<file path="src/sv/srb_pkg.sv">
// ----------------------------------------------------------------------------
// srb_pkg: shared types and constants for the slot state ring buffer
// Holds slot count, field widths, operation and status codes, the command
// that travels from the front end through the queue to the back end, and
// the helpers that derive the in-use ring size and advance a pointer.
// ----------------------------------------------------------------------------
`default_nettype none

package srb_pkg;

  localparam int NUM_SLOTS = 16;
  localparam int PTR_W     = 4;   // slot index width
  localparam int CNT_W     = 5;   // fill count and ring size width
  localparam int DATA_W    = 32;
  localparam int MODE_W    = 3;
  localparam int STATE_W   = 2;
  localparam int STATUS_W  = 2;

  localparam int QDEPTH    = 2;
  localparam int QPTR_W    = 1;
  localparam int QCNT_W    = 2;

  localparam logic [CNT_W-1:0] RING_MAX   = CNT_W'(NUM_SLOTS);
  localparam logic [CNT_W-1:0] RING_MIN   = CNT_W'(1);
  localparam logic [CNT_W-1:0] FILL_SAT   = {CNT_W{1'b1}};

  // Input mode codes
  localparam logic [MODE_W-1:0] MODE_ACQUIRE   = 3'd0;
  localparam logic [MODE_W-1:0] MODE_FILLED    = 3'd1;
  localparam logic [MODE_W-1:0] MODE_PLAY      = 3'd2;
  localparam logic [MODE_W-1:0] MODE_PLAYED    = 3'd3;
  localparam logic [MODE_W-1:0] MODE_SET_STATE = 3'd4;

  // Slot states
  localparam logic [STATE_W-1:0] SLOT_EMPTY    = 2'd0;
  localparam logic [STATE_W-1:0] SLOT_ACQUIRED = 2'd1;
  localparam logic [STATE_W-1:0] SLOT_READY    = 2'd2;
  localparam logic [STATE_W-1:0] SLOT_PLAYING  = 2'd3;

  // Result status codes
  localparam logic [STATUS_W-1:0] ST_OK        = 2'd0;
  localparam logic [STATUS_W-1:0] ST_BUSY      = 2'd1;
  localparam logic [STATUS_W-1:0] ST_NOT_READY = 2'd2;
  localparam logic [STATUS_W-1:0] ST_BAD_INDEX = 2'd3;

  typedef enum logic [2:0] {
    OP_ACQUIRE,
    OP_FILLED,
    OP_PLAY,
    OP_PLAYED,
    OP_SET_STATE,
    OP_BAD_INDEX,
    OP_NOP
  } op_e;

  typedef struct packed {
    op_e                op;
    logic [DATA_W-1:0]  seq;
    logic [DATA_W-1:0]  size;
    logic [PTR_W-1:0]   idx;
    logic [STATE_W-1:0] new_state;
  } cmd_t;

  function automatic logic [CNT_W-1:0] eff_size(input logic [CNT_W-1:0] rs);
    logic [CNT_W-1:0] r;
    r = rs;
    if (rs == '0) r = RING_MIN;
    else if (rs > RING_MAX) r = RING_MAX;
    return r;
  endfunction

  function automatic logic [PTR_W-1:0] ptr_advance(input logic [PTR_W-1:0] p,
                                                   input logic [CNT_W-1:0] eff);
    logic [CNT_W-1:0] n;
    n = {{(CNT_W-PTR_W){1'b0}}, p} + CNT_W'(1);
    return (n >= eff) ? '0 : n[PTR_W-1:0];
  endfunction

endpackage

`default_nettype wire

</file>
<file path="src/sv/srb_front.sv">
// ----------------------------------------------------------------------------
// srb_front: input decode
// Takes input items, classifies the mode into a command, range-checks the
// set_state index against the ring size, and pushes the command to the queue.
// ----------------------------------------------------------------------------
`default_nettype none

module srb_front import srb_pkg::*; (
  input  wire logic                in_valid_i,
  output logic                     in_stall_o,
  input  wire logic [MODE_W-1:0]   mode_i,
  input  wire logic [DATA_W-1:0]   seq_i,
  input  wire logic [DATA_W-1:0]   data_size_i,
  input  wire logic [PTR_W-1:0]    slot_index_i,
  input  wire logic [STATE_W-1:0]  new_state_i,
  input  wire logic [CNT_W-1:0]    eff_size_i,
  input  wire logic                q_full_i,
  output logic                     push_o,
  output cmd_t                     cmd_o
);

  op_e op;

  always_comb begin
    case (mode_i)
      MODE_ACQUIRE:   op = OP_ACQUIRE;
      MODE_FILLED:    op = OP_FILLED;
      MODE_PLAY:      op = OP_PLAY;
      MODE_PLAYED:    op = OP_PLAYED;
      MODE_SET_STATE: begin
        op = ({1'b0, slot_index_i} < eff_size_i) ? OP_SET_STATE : OP_BAD_INDEX;
      end
      default:        op = OP_NOP;
    endcase
  end

  assign cmd_o.op        = op;
  assign cmd_o.seq       = seq_i;
  assign cmd_o.size      = data_size_i;
  assign cmd_o.idx       = slot_index_i;
  assign cmd_o.new_state = new_state_i;

  assign in_stall_o = q_full_i;
  assign push_o     = in_valid_i && !q_full_i;

endmodule

`default_nettype wire

</file>
<file path="src/sv/srb_queue.sv">
// ----------------------------------------------------------------------------
// srb_queue: command queue
// Short FIFO between decode and execution so each side stalls on its own.
// ----------------------------------------------------------------------------
`default_nettype none

module srb_queue import srb_pkg::*; (
  input  wire logic clk_i,
  input  wire logic rst_ni,
  input  wire logic push_i,
  input  cmd_t      push_cmd_i,
  input  wire logic pop_i,
  output cmd_t      pop_cmd_o,
  output logic      empty_o,
  output logic      full_o
);

  cmd_t              mem_q [QDEPTH];
  logic [QPTR_W-1:0] wr_ptr_q, wr_ptr_d;
  logic [QPTR_W-1:0] rd_ptr_q, rd_ptr_d;
  logic [QCNT_W-1:0] count_q, count_d;

  assign empty_o   = (count_q == '0);
  assign full_o    = (count_q == QCNT_W'(QDEPTH));
  assign pop_cmd_o = mem_q[rd_ptr_q];

  always_comb begin
    wr_ptr_d = push_i ? wr_ptr_q + QPTR_W'(1) : wr_ptr_q;
    rd_ptr_d = pop_i  ? rd_ptr_q + QPTR_W'(1) : rd_ptr_q;
    count_d  = count_q;
    if (push_i && !pop_i) count_d = count_q + QCNT_W'(1);
    else if (!push_i && pop_i) count_d = count_q - QCNT_W'(1);
  end

  always_ff @(posedge clk_i or negedge rst_ni) begin
    if (!rst_ni) begin
      wr_ptr_q <= '0;
      rd_ptr_q <= '0;
      count_q  <= '0;
    end else begin
      wr_ptr_q <= wr_ptr_d;
      rd_ptr_q <= rd_ptr_d;
      count_q  <= count_d;
    end
  end

  always_ff @(posedge clk_i) begin
    if (push_i) mem_q[wr_ptr_q] <= push_cmd_i;
  end

endmodule

`default_nettype wire

</file>
<file path="src/sv/srb_back.sv">
// ----------------------------------------------------------------------------
// srb_back: command execution
// Owns the ring state (pointers, fill count, slot states, seq and size) and
// runs one command per cycle into a registered result stage, barring stalls.
// ----------------------------------------------------------------------------
`default_nettype none

module srb_back import srb_pkg::*; (
  input  wire logic                 clk_i,
  input  wire logic                 rst_ni,
  input  wire logic [CNT_W-1:0]     eff_size_i,
  input  cmd_t                      cmd_i,
  input  wire logic                 q_empty_i,
  output logic                      pop_o,
  output logic                      out_valid_o,
  input  wire logic                 out_stall_i,
  output logic [STATUS_W-1:0]       status_o,
  output logic [PTR_W-1:0]          slot_o,
  output logic [DATA_W-1:0]         seq_out_o,
  output logic [DATA_W-1:0]         size_out_o
);

  logic [STATE_W-1:0] slot_state_q [NUM_SLOTS];
  logic [DATA_W-1:0]  slot_seq_q   [NUM_SLOTS];
  logic [DATA_W-1:0]  slot_size_q  [NUM_SLOTS];

  logic [PTR_W-1:0]   head_q, head_d;
  logic [PTR_W-1:0]   tail_q, tail_d;
  logic [CNT_W-1:0]   fill_q, fill_d;

  logic               out_valid_q;
  logic [STATUS_W-1:0] status_q, status_d;
  logic [PTR_W-1:0]   slot_q, slot_d;
  logic [DATA_W-1:0]  seq_out_q;
  logic [DATA_W-1:0]  size_out_q;

  logic [PTR_W-1:0]   addr;
  logic [STATE_W-1:0] cur_state;
  logic               st_we;
  logic [STATE_W-1:0] st_wd;
  logic               data_we;
  logic               play_ok;

  // Advance when the result stage is free or being drained this cycle
  assign pop_o = !q_empty_i && (!out_valid_q || !out_stall_i);

  always_comb begin
    case (cmd_i.op)
      OP_ACQUIRE, OP_FILLED: addr = tail_q;
      OP_PLAY, OP_PLAYED:    addr = head_q;
      default:               addr = cmd_i.idx;
    endcase
  end

  assign cur_state = slot_state_q[addr];

  always_comb begin
    head_d   = head_q;
    tail_d   = tail_q;
    fill_d   = fill_q;
    st_we    = 1'b0;
    st_wd    = SLOT_EMPTY;
    data_we  = 1'b0;
    play_ok  = 1'b0;
    status_d = ST_OK;
    slot_d   = '0;
    case (cmd_i.op)
      OP_ACQUIRE: begin
        slot_d = tail_q;
        if (fill_q >= eff_size_i || cur_state != SLOT_EMPTY) begin
          status_d = ST_BUSY;
        end else begin
          st_we = 1'b1;
          st_wd = SLOT_ACQUIRED;
        end
      end
      OP_FILLED: begin
        slot_d  = tail_q;
        st_we   = 1'b1;
        st_wd   = SLOT_READY;
        data_we = 1'b1;
        tail_d  = ptr_advance(tail_q, eff_size_i);
        if (fill_q != FILL_SAT) fill_d = fill_q + CNT_W'(1);
      end
      OP_PLAY: begin
        slot_d = head_q;
        if (cur_state == SLOT_READY) begin
          st_we   = 1'b1;
          st_wd   = SLOT_PLAYING;
          play_ok = 1'b1;
        end else begin
          status_d = ST_NOT_READY;
        end
      end
      OP_PLAYED: begin
        slot_d = head_q;
        st_we  = 1'b1;
        st_wd  = SLOT_EMPTY;
        head_d = ptr_advance(head_q, eff_size_i);
        if (fill_q != '0) fill_d = fill_q - CNT_W'(1);
      end
      OP_SET_STATE: begin
        slot_d = cmd_i.idx;
        st_we  = 1'b1;
        st_wd  = cmd_i.new_state;
      end
      OP_BAD_INDEX: begin
        slot_d   = cmd_i.idx;
        status_d = ST_BAD_INDEX;
      end
      default: begin
        slot_d = '0;
      end
    endcase
  end

  always_ff @(posedge clk_i or negedge rst_ni) begin
    if (!rst_ni) begin
      head_q      <= '0;
      tail_q      <= '0;
      fill_q      <= '0;
      out_valid_q <= 1'b0;
      for (int i = 0; i < NUM_SLOTS; i++) slot_state_q[i] <= SLOT_EMPTY;
    end else begin
      if (pop_o) begin
        head_q <= head_d;
        tail_q <= tail_d;
        fill_q <= fill_d;
        if (st_we) slot_state_q[addr] <= st_wd;
        out_valid_q <= 1'b1;
      end else if (!out_stall_i) begin
        out_valid_q <= 1'b0;
      end
    end
  end

  // Slot payload and result stage: no reset needed
  always_ff @(posedge clk_i) begin
    if (pop_o && data_we) begin
      slot_seq_q[addr]  <= cmd_i.seq;
      slot_size_q[addr] <= cmd_i.size;
    end
    if (pop_o) begin
      status_q   <= status_d;
      slot_q     <= slot_d;
      seq_out_q  <= play_ok ? slot_seq_q[addr]  : '0;
      size_out_q <= play_ok ? slot_size_q[addr] : '0;
    end
  end

  assign out_valid_o = out_valid_q;
  assign status_o    = status_q;
  assign slot_o      = slot_q;
  assign seq_out_o   = seq_out_q;
  assign size_out_o  = size_out_q;

endmodule

`default_nettype wire

</file>
<file path="src/sv/slot_state_ring_buffer.sv">
// ----------------------------------------------------------------------------
// slot_state_ring_buffer: descriptor ring with per-slot state
// Front end decodes operations into a two-entry queue; back end executes.
// ----------------------------------------------------------------------------
// Every accepted operation gives exactly one result. An operation is
// accepted into the two-entry command queue and its result is loaded into
// the output register once the command leaves the queue and that register
// is free; the back end retires one command
// per cycle, so with the output not stalled the block sustains one
// operation per cycle, limited by the single slot-state update the back end
// makes each cycle. Input stall rises only when the queue is full. The ring
// size register is written through the cfg channel (always ready) and must
// only change while no operation is in flight.
`default_nettype none

module slot_state_ring_buffer import srb_pkg::*; (
  input  wire logic                clk_i,
  input  wire logic                rst_ni,
  input  wire logic                cfg_valid_i,
  output logic                     cfg_ready_o,
  input  wire logic [CNT_W-1:0]    cfg_data_i,
  input  wire logic                in_valid_i,
  output logic                     in_stall_o,
  input  wire logic [MODE_W-1:0]   mode_i,
  input  wire logic [DATA_W-1:0]   seq_i,
  input  wire logic [DATA_W-1:0]   data_size_i,
  input  wire logic [PTR_W-1:0]    slot_index_i,
  input  wire logic [STATE_W-1:0]  new_state_i,
  output logic                     out_valid_o,
  input  wire logic                out_stall_i,
  output logic [STATUS_W-1:0]      status_o,
  output logic [PTR_W-1:0]         slot_o,
  output logic [DATA_W-1:0]        seq_out_o,
  output logic [DATA_W-1:0]        size_out_o
);

  logic [CNT_W-1:0] ring_size_q;
  logic [CNT_W-1:0] eff;
  logic             push;
  logic             pop;
  logic             q_full;
  logic             q_empty;
  cmd_t             push_cmd;
  cmd_t             pop_cmd;

  assign cfg_ready_o = 1'b1;

  always_ff @(posedge clk_i or negedge rst_ni) begin
    if (!rst_ni) begin
      ring_size_q <= RING_MAX;
    end else if (cfg_valid_i && cfg_ready_o) begin
      ring_size_q <= cfg_data_i;
    end
  end

  assign eff = eff_size(ring_size_q);

  srb_front u_front (
    .in_valid_i   (in_valid_i),
    .in_stall_o   (in_stall_o),
    .mode_i       (mode_i),
    .seq_i        (seq_i),
    .data_size_i  (data_size_i),
    .slot_index_i (slot_index_i),
    .new_state_i  (new_state_i),
    .eff_size_i   (eff),
    .q_full_i     (q_full),
    .push_o       (push),
    .cmd_o        (push_cmd)
  );

  srb_queue u_queue (
    .clk_i      (clk_i),
    .rst_ni     (rst_ni),
    .push_i     (push),
    .push_cmd_i (push_cmd),
    .pop_i      (pop),
    .pop_cmd_o  (pop_cmd),
    .empty_o    (q_empty),
    .full_o     (q_full)
  );

  srb_back u_back (
    .clk_i       (clk_i),
    .rst_ni      (rst_ni),
    .eff_size_i  (eff),
    .cmd_i       (pop_cmd),
    .q_empty_i   (q_empty),
    .pop_o       (pop),
    .out_valid_o (out_valid_o),
    .out_stall_i (out_stall_i),
    .status_o    (status_o),
    .slot_o      (slot_o),
    .seq_out_o   (seq_out_o),
    .size_out_o  (size_out_o)
  );

endmodule

`default_nettype wire

</file>
<file path="config.mk">
export PLATFORM = sky130hd
export DESIGN_NAME = slot_state_ring_buffer
export DESIGN_NICKNAME = d
export VERILOG_FILES = /design/src/sv/srb_pkg.sv /design/src/sv/srb_front.sv /design/src/sv/srb_queue.sv /design/src/sv/srb_back.sv /design/src/sv/slot_state_ring_buffer.sv
export SDC_FILE = /design/constraint.sdc
export NUM_CORES = 1
export LEC_CHECK = 0
export ABC_AREA = 1
export BUFFER_PORTS_ARGS = -buffer_cell sky130_fd_sc_hd__buf_2
export CAP_MARGIN = 30
export CELL_PAD_IN_SITES_DETAIL_PLACEMENT = 0
export CELL_PAD_IN_SITES_GLOBAL_PLACEMENT = 2
export CORE_ASPECT_RATIO = 0.5
export CORE_MARGIN = 3
export CORE_UTILIZATION = 45
export DETAILED_ROUTE_END_ITERATION = 8
export PLACE_DENSITY = 0.83
export SYNTH_ARGS = -nofsm -noshare
export SYNTH_HDL_FRONTEND = slang
export SYNTH_HIERARCHICAL = 1
export SYNTH_SLANG_ARGS = --single-unit
</file>
<file path="constraint.sdc">
create_clock -name clk_i -period 19.68 [get_ports clk_i]
set_clock_uncertainty 0.1 [all_clocks]
set_input_delay 2.952 -clock clk_i [delete_from_list [all_inputs] [get_ports clk_i]]
set_output_delay 2.952 -clock clk_i [all_outputs]
set_load 0.02 [all_outputs]
</file>
==> flow_summary_export.csv <==
group,metric,value,unit
outcome,outcome,"finished, final reports clean",
placed_design,post-place-ws,12.24,ns
timing,fin_ws,12.93,ns
detailed_routing,vias,29700,
run,drv_cap,0,
timing,fin_crit_sh,34.3,%
min_path,hold_path_depth,2,
cts,clock_path_buffers,3,
timing,rsz0062_at_grt,"no",
global_route,grt_pass1_wl,183,mm
synthesis,ys_types,40,
die,start_util,45.7,%
timing,holdWs,0.374,ns
worst_setup_path,ff2ff_path_depth,9,
worst_setup_path,end_kind,"flip-flop",
placed_design,dpl.cell_count,4793,
die,fp-row-count,86,
synthesis,postSynth.asyncResetShare,4.25,%
worst_setup_path,path_class,"primary input to flip-flop",
timing,worst_pin_slew,1.11,ns
finish,drive_gt1_share,14.1,%
timing,final_max_slew_viol_count,0,
worst_setup_path,r2r_slack,13.09,ns
cts,clk_latency,0.73,ns
cts,clk_pin_slew,0.06,ns
global_route,grt.overflow.total,0,
synthesis,avgSynthCellArea,15.0,um2
detailed_routing,drt-pass1-iter-count,6,
synthesis,synth-edff-count,1240,
synthesis,ys_ff_latch,1295,
synthesis,ys.flop_type,"edfxtp_1",
synthesis,synthCells,3385,
cts,cts_inserted_buffers,113,
synthesis,yosysSeqAreaShare,76.3,%
min_path,holdCritPathClass,"flip-flop to flip-flop",
detailed_routing,wl,122,mm
finish,area_delta_synth_final,10.7,%
cts,htreeDepth,3,
finish,fillers,9222,
worst_setup_path,cp.arrival,6.97,ns
cts,cts_resized,0,
die,die_w,480,um
timing,max-slew-margin-rel,26.3,%
die,num_io_pins,156,
synthesis,synth_fp_nets,3493,
die,die-area,117000,um2
detailed_routing,drt-initial-drc-count,3053,
global_route,track_usage,20.6,%
timing,fin_tns_setup,0,ns
cts,post-cts-setup-buffers,0,
pwr,p_per_area,152,nW/um2
finish,nNetsFinal,3521,
finish,stdcell_count,5005,
placed_design,hpwl,64.1,mm
min_path,hp-start,"u_back/slot_state_q[9]",
cts,hold_buffers,0,
timing,finalHoldViolations,0,
worst_setup_path,r2r_start,"u_queue/rd_ptr_q",
timing,min_period,6.75,ns
detailed_routing,ant_nets,0,
detailed_routing,viasPerCell,5.93,
worst_setup_path,cp_max_fo,105,
global_route,antenna_found_initial,3,
synthesis,ys_warn_count,6,
placed_design,io_buffers,154,
timing,setup_viol,0,
synthesis,syn_area,50600,um2
die,coreArea,111000,um2
placed_design,gp_congestion,0.761,
worst_setup_path,timing.rr.end,"u_back/slot_seq_q[0][12]",
pwr,leakagePower,18.5,nW
global_route,grt_pass1_vias,29600,
worst_setup_path,worstPathRequired,19.90,ns
min_path,min_to,"u_back/slot_state_q[9]",
global_route,grt_max_degree,174,
pwr,ir_worst_vdd,0.160,mV
cts,tritoncts,"built",
cts,ctsRootBufferMaster,"clkbuf_16",
worst_setup_path,crit_path_start_kind,"primary input",
cts,cts_sinks,1295,
timing,max_freq,148,MHz
detailed_routing,drcViolationCount,0,
detailed_routing,wl_per_cell,24.5,um
die,die_h,243,um
## synthesized netlist by cell type, types with 7 or more instances
cell type  count  area, um2
nor3_1        81        405
buf_4         76        571
buf_6         10        113
clkbuf_1     140        526
nand3_2        7       70.1
a21oi_1       71        355
mux2_2        13        146
nand4_1       35        219
buf_1         12       45.0
xor2_1         9       78.8
dfrtp_1       54       1350
a22oi_1      256       1920
nand3_1      625       3130
mux2_4        60        901
ha_1          24        300
edfxtp_1    1240      37200
nand2_1      261        980
nor2_1        44        165
a31oi_1      192       1200
inv_1         58        218
buf_2         66        330
o21ai_0       14       70.1
## state kept, by name, indices dropped and copies added, names as in the netlist, 5 cells and up
register	count
u_queue/mem_q	146
u_back/slot_seq_q	512
u_back/slot_state_q	32
ring_size_q	5
u_back/slot_size_q	512
u_back/fill_q	5
u_back/seq_out_o	32
u_back/size_out_o	32
## final cells by class
type | count | area (um2) | share of cell area, %
antenna | 1 | 2.50 | 0.00447
timing repair buffer | 217 | 1400 | 2.51
clock inverter | 66 | 563 | 1.00
tap | 1496 | 1870 | 3.34
inverter | 65 | 270 | 0.482
sequential | 1295 | 38600 | 68.9
clock buffer | 144 | 2970 | 5.31
multi-input combinational | 1721 | 10300 | 18.4
## cell usage in the layout (no fill, tap or decap), drive strengths merged, types with 2 or more instances in the layout
cell      instances
a21boi            2
a21o              2
a21oi            71
a22oi           256
a31oi           192
buf             217
bufinv            6
clkbuf          144
clkinv           52
clkinvlp          3
dfrtp            54
edfxtp         1240
ha               24
inv              70
mux2             73
nand2           263
nand3           633
nand4            35
nor2             50
nor3             82
o21a              3
o21ai            19
xnor2             3
xor2              9
## kinds of logic after synthesis
group	after synthesis	share of synthesized area, %
compound gates	547	7.20
xor+xnor	12	0.208
mux	73	2.07
fa+ha+maj	25	0.633
other cells	1	0.00741
simple gates	1063	10.0
flops	1295	76.3
buf+inv	369	3.61
## layer usage
metal / vias up / track usage [%] / routed length, um
met5: - / 0 / 13
met4: 2 / 5.45 / 2780
met2: 1183 / 32.6 / 57100
li1: 13200 / - / -
met3: 185 / 3.43 / 9060
met1: 15100 / 29.8 / 53400
## through the flow
stage	util (%)	area (um2)	total power [W]
final	50.6	56000	0.00852
after global routing	50.6	56000	0.00894
after CTS	50.5	56000	0.00856
after detailed placement	47.3	52500	0.00643
after global placement	47.2	52300	0.00636
after floorplan	-	50600	0.00554
## worst max-delay path by stage
stage,start,to,slack [ns],cells after the start
finish,out_stall_i,u_back/slot_seq_q[0][12],12.93,9
global route,out_stall_i,u_back/slot_seq_q[0][12],12.74,9
CTS,out_stall_i,u_back/slot_seq_q[0][12],13.00,9
detailed placement,out_stall_i,u_back/slot_seq_q[0][31],12.24,9
global placement,out_stall_i,u_back/slot_seq_q[0][31],12.31,9
floorplan,out_stall_i,u_back/slot_seq_q[3][0],10.30,6
## power breakdown
group	switching (W)	leakage (nW)	internal, W	total [W]
sequential	0.000104	12.0	0.00352	0.00363
clock	0.000987	1.72	0.00115	0.00214
combinational	0.00203	4.80	0.000716	0.00275
## worst max-delay path, stage by stage
cell and delay (ns):
buf_2 0.12, a21oi_4 0.16, buf_12 0.52, inv_1 0.30, nor2_1 0.38, clkinv_1 0.78, nor3_2 0.44, buf_4 0.38
buf_4 0.80
No activity file was read; power rests on OpenSTA's default activity.
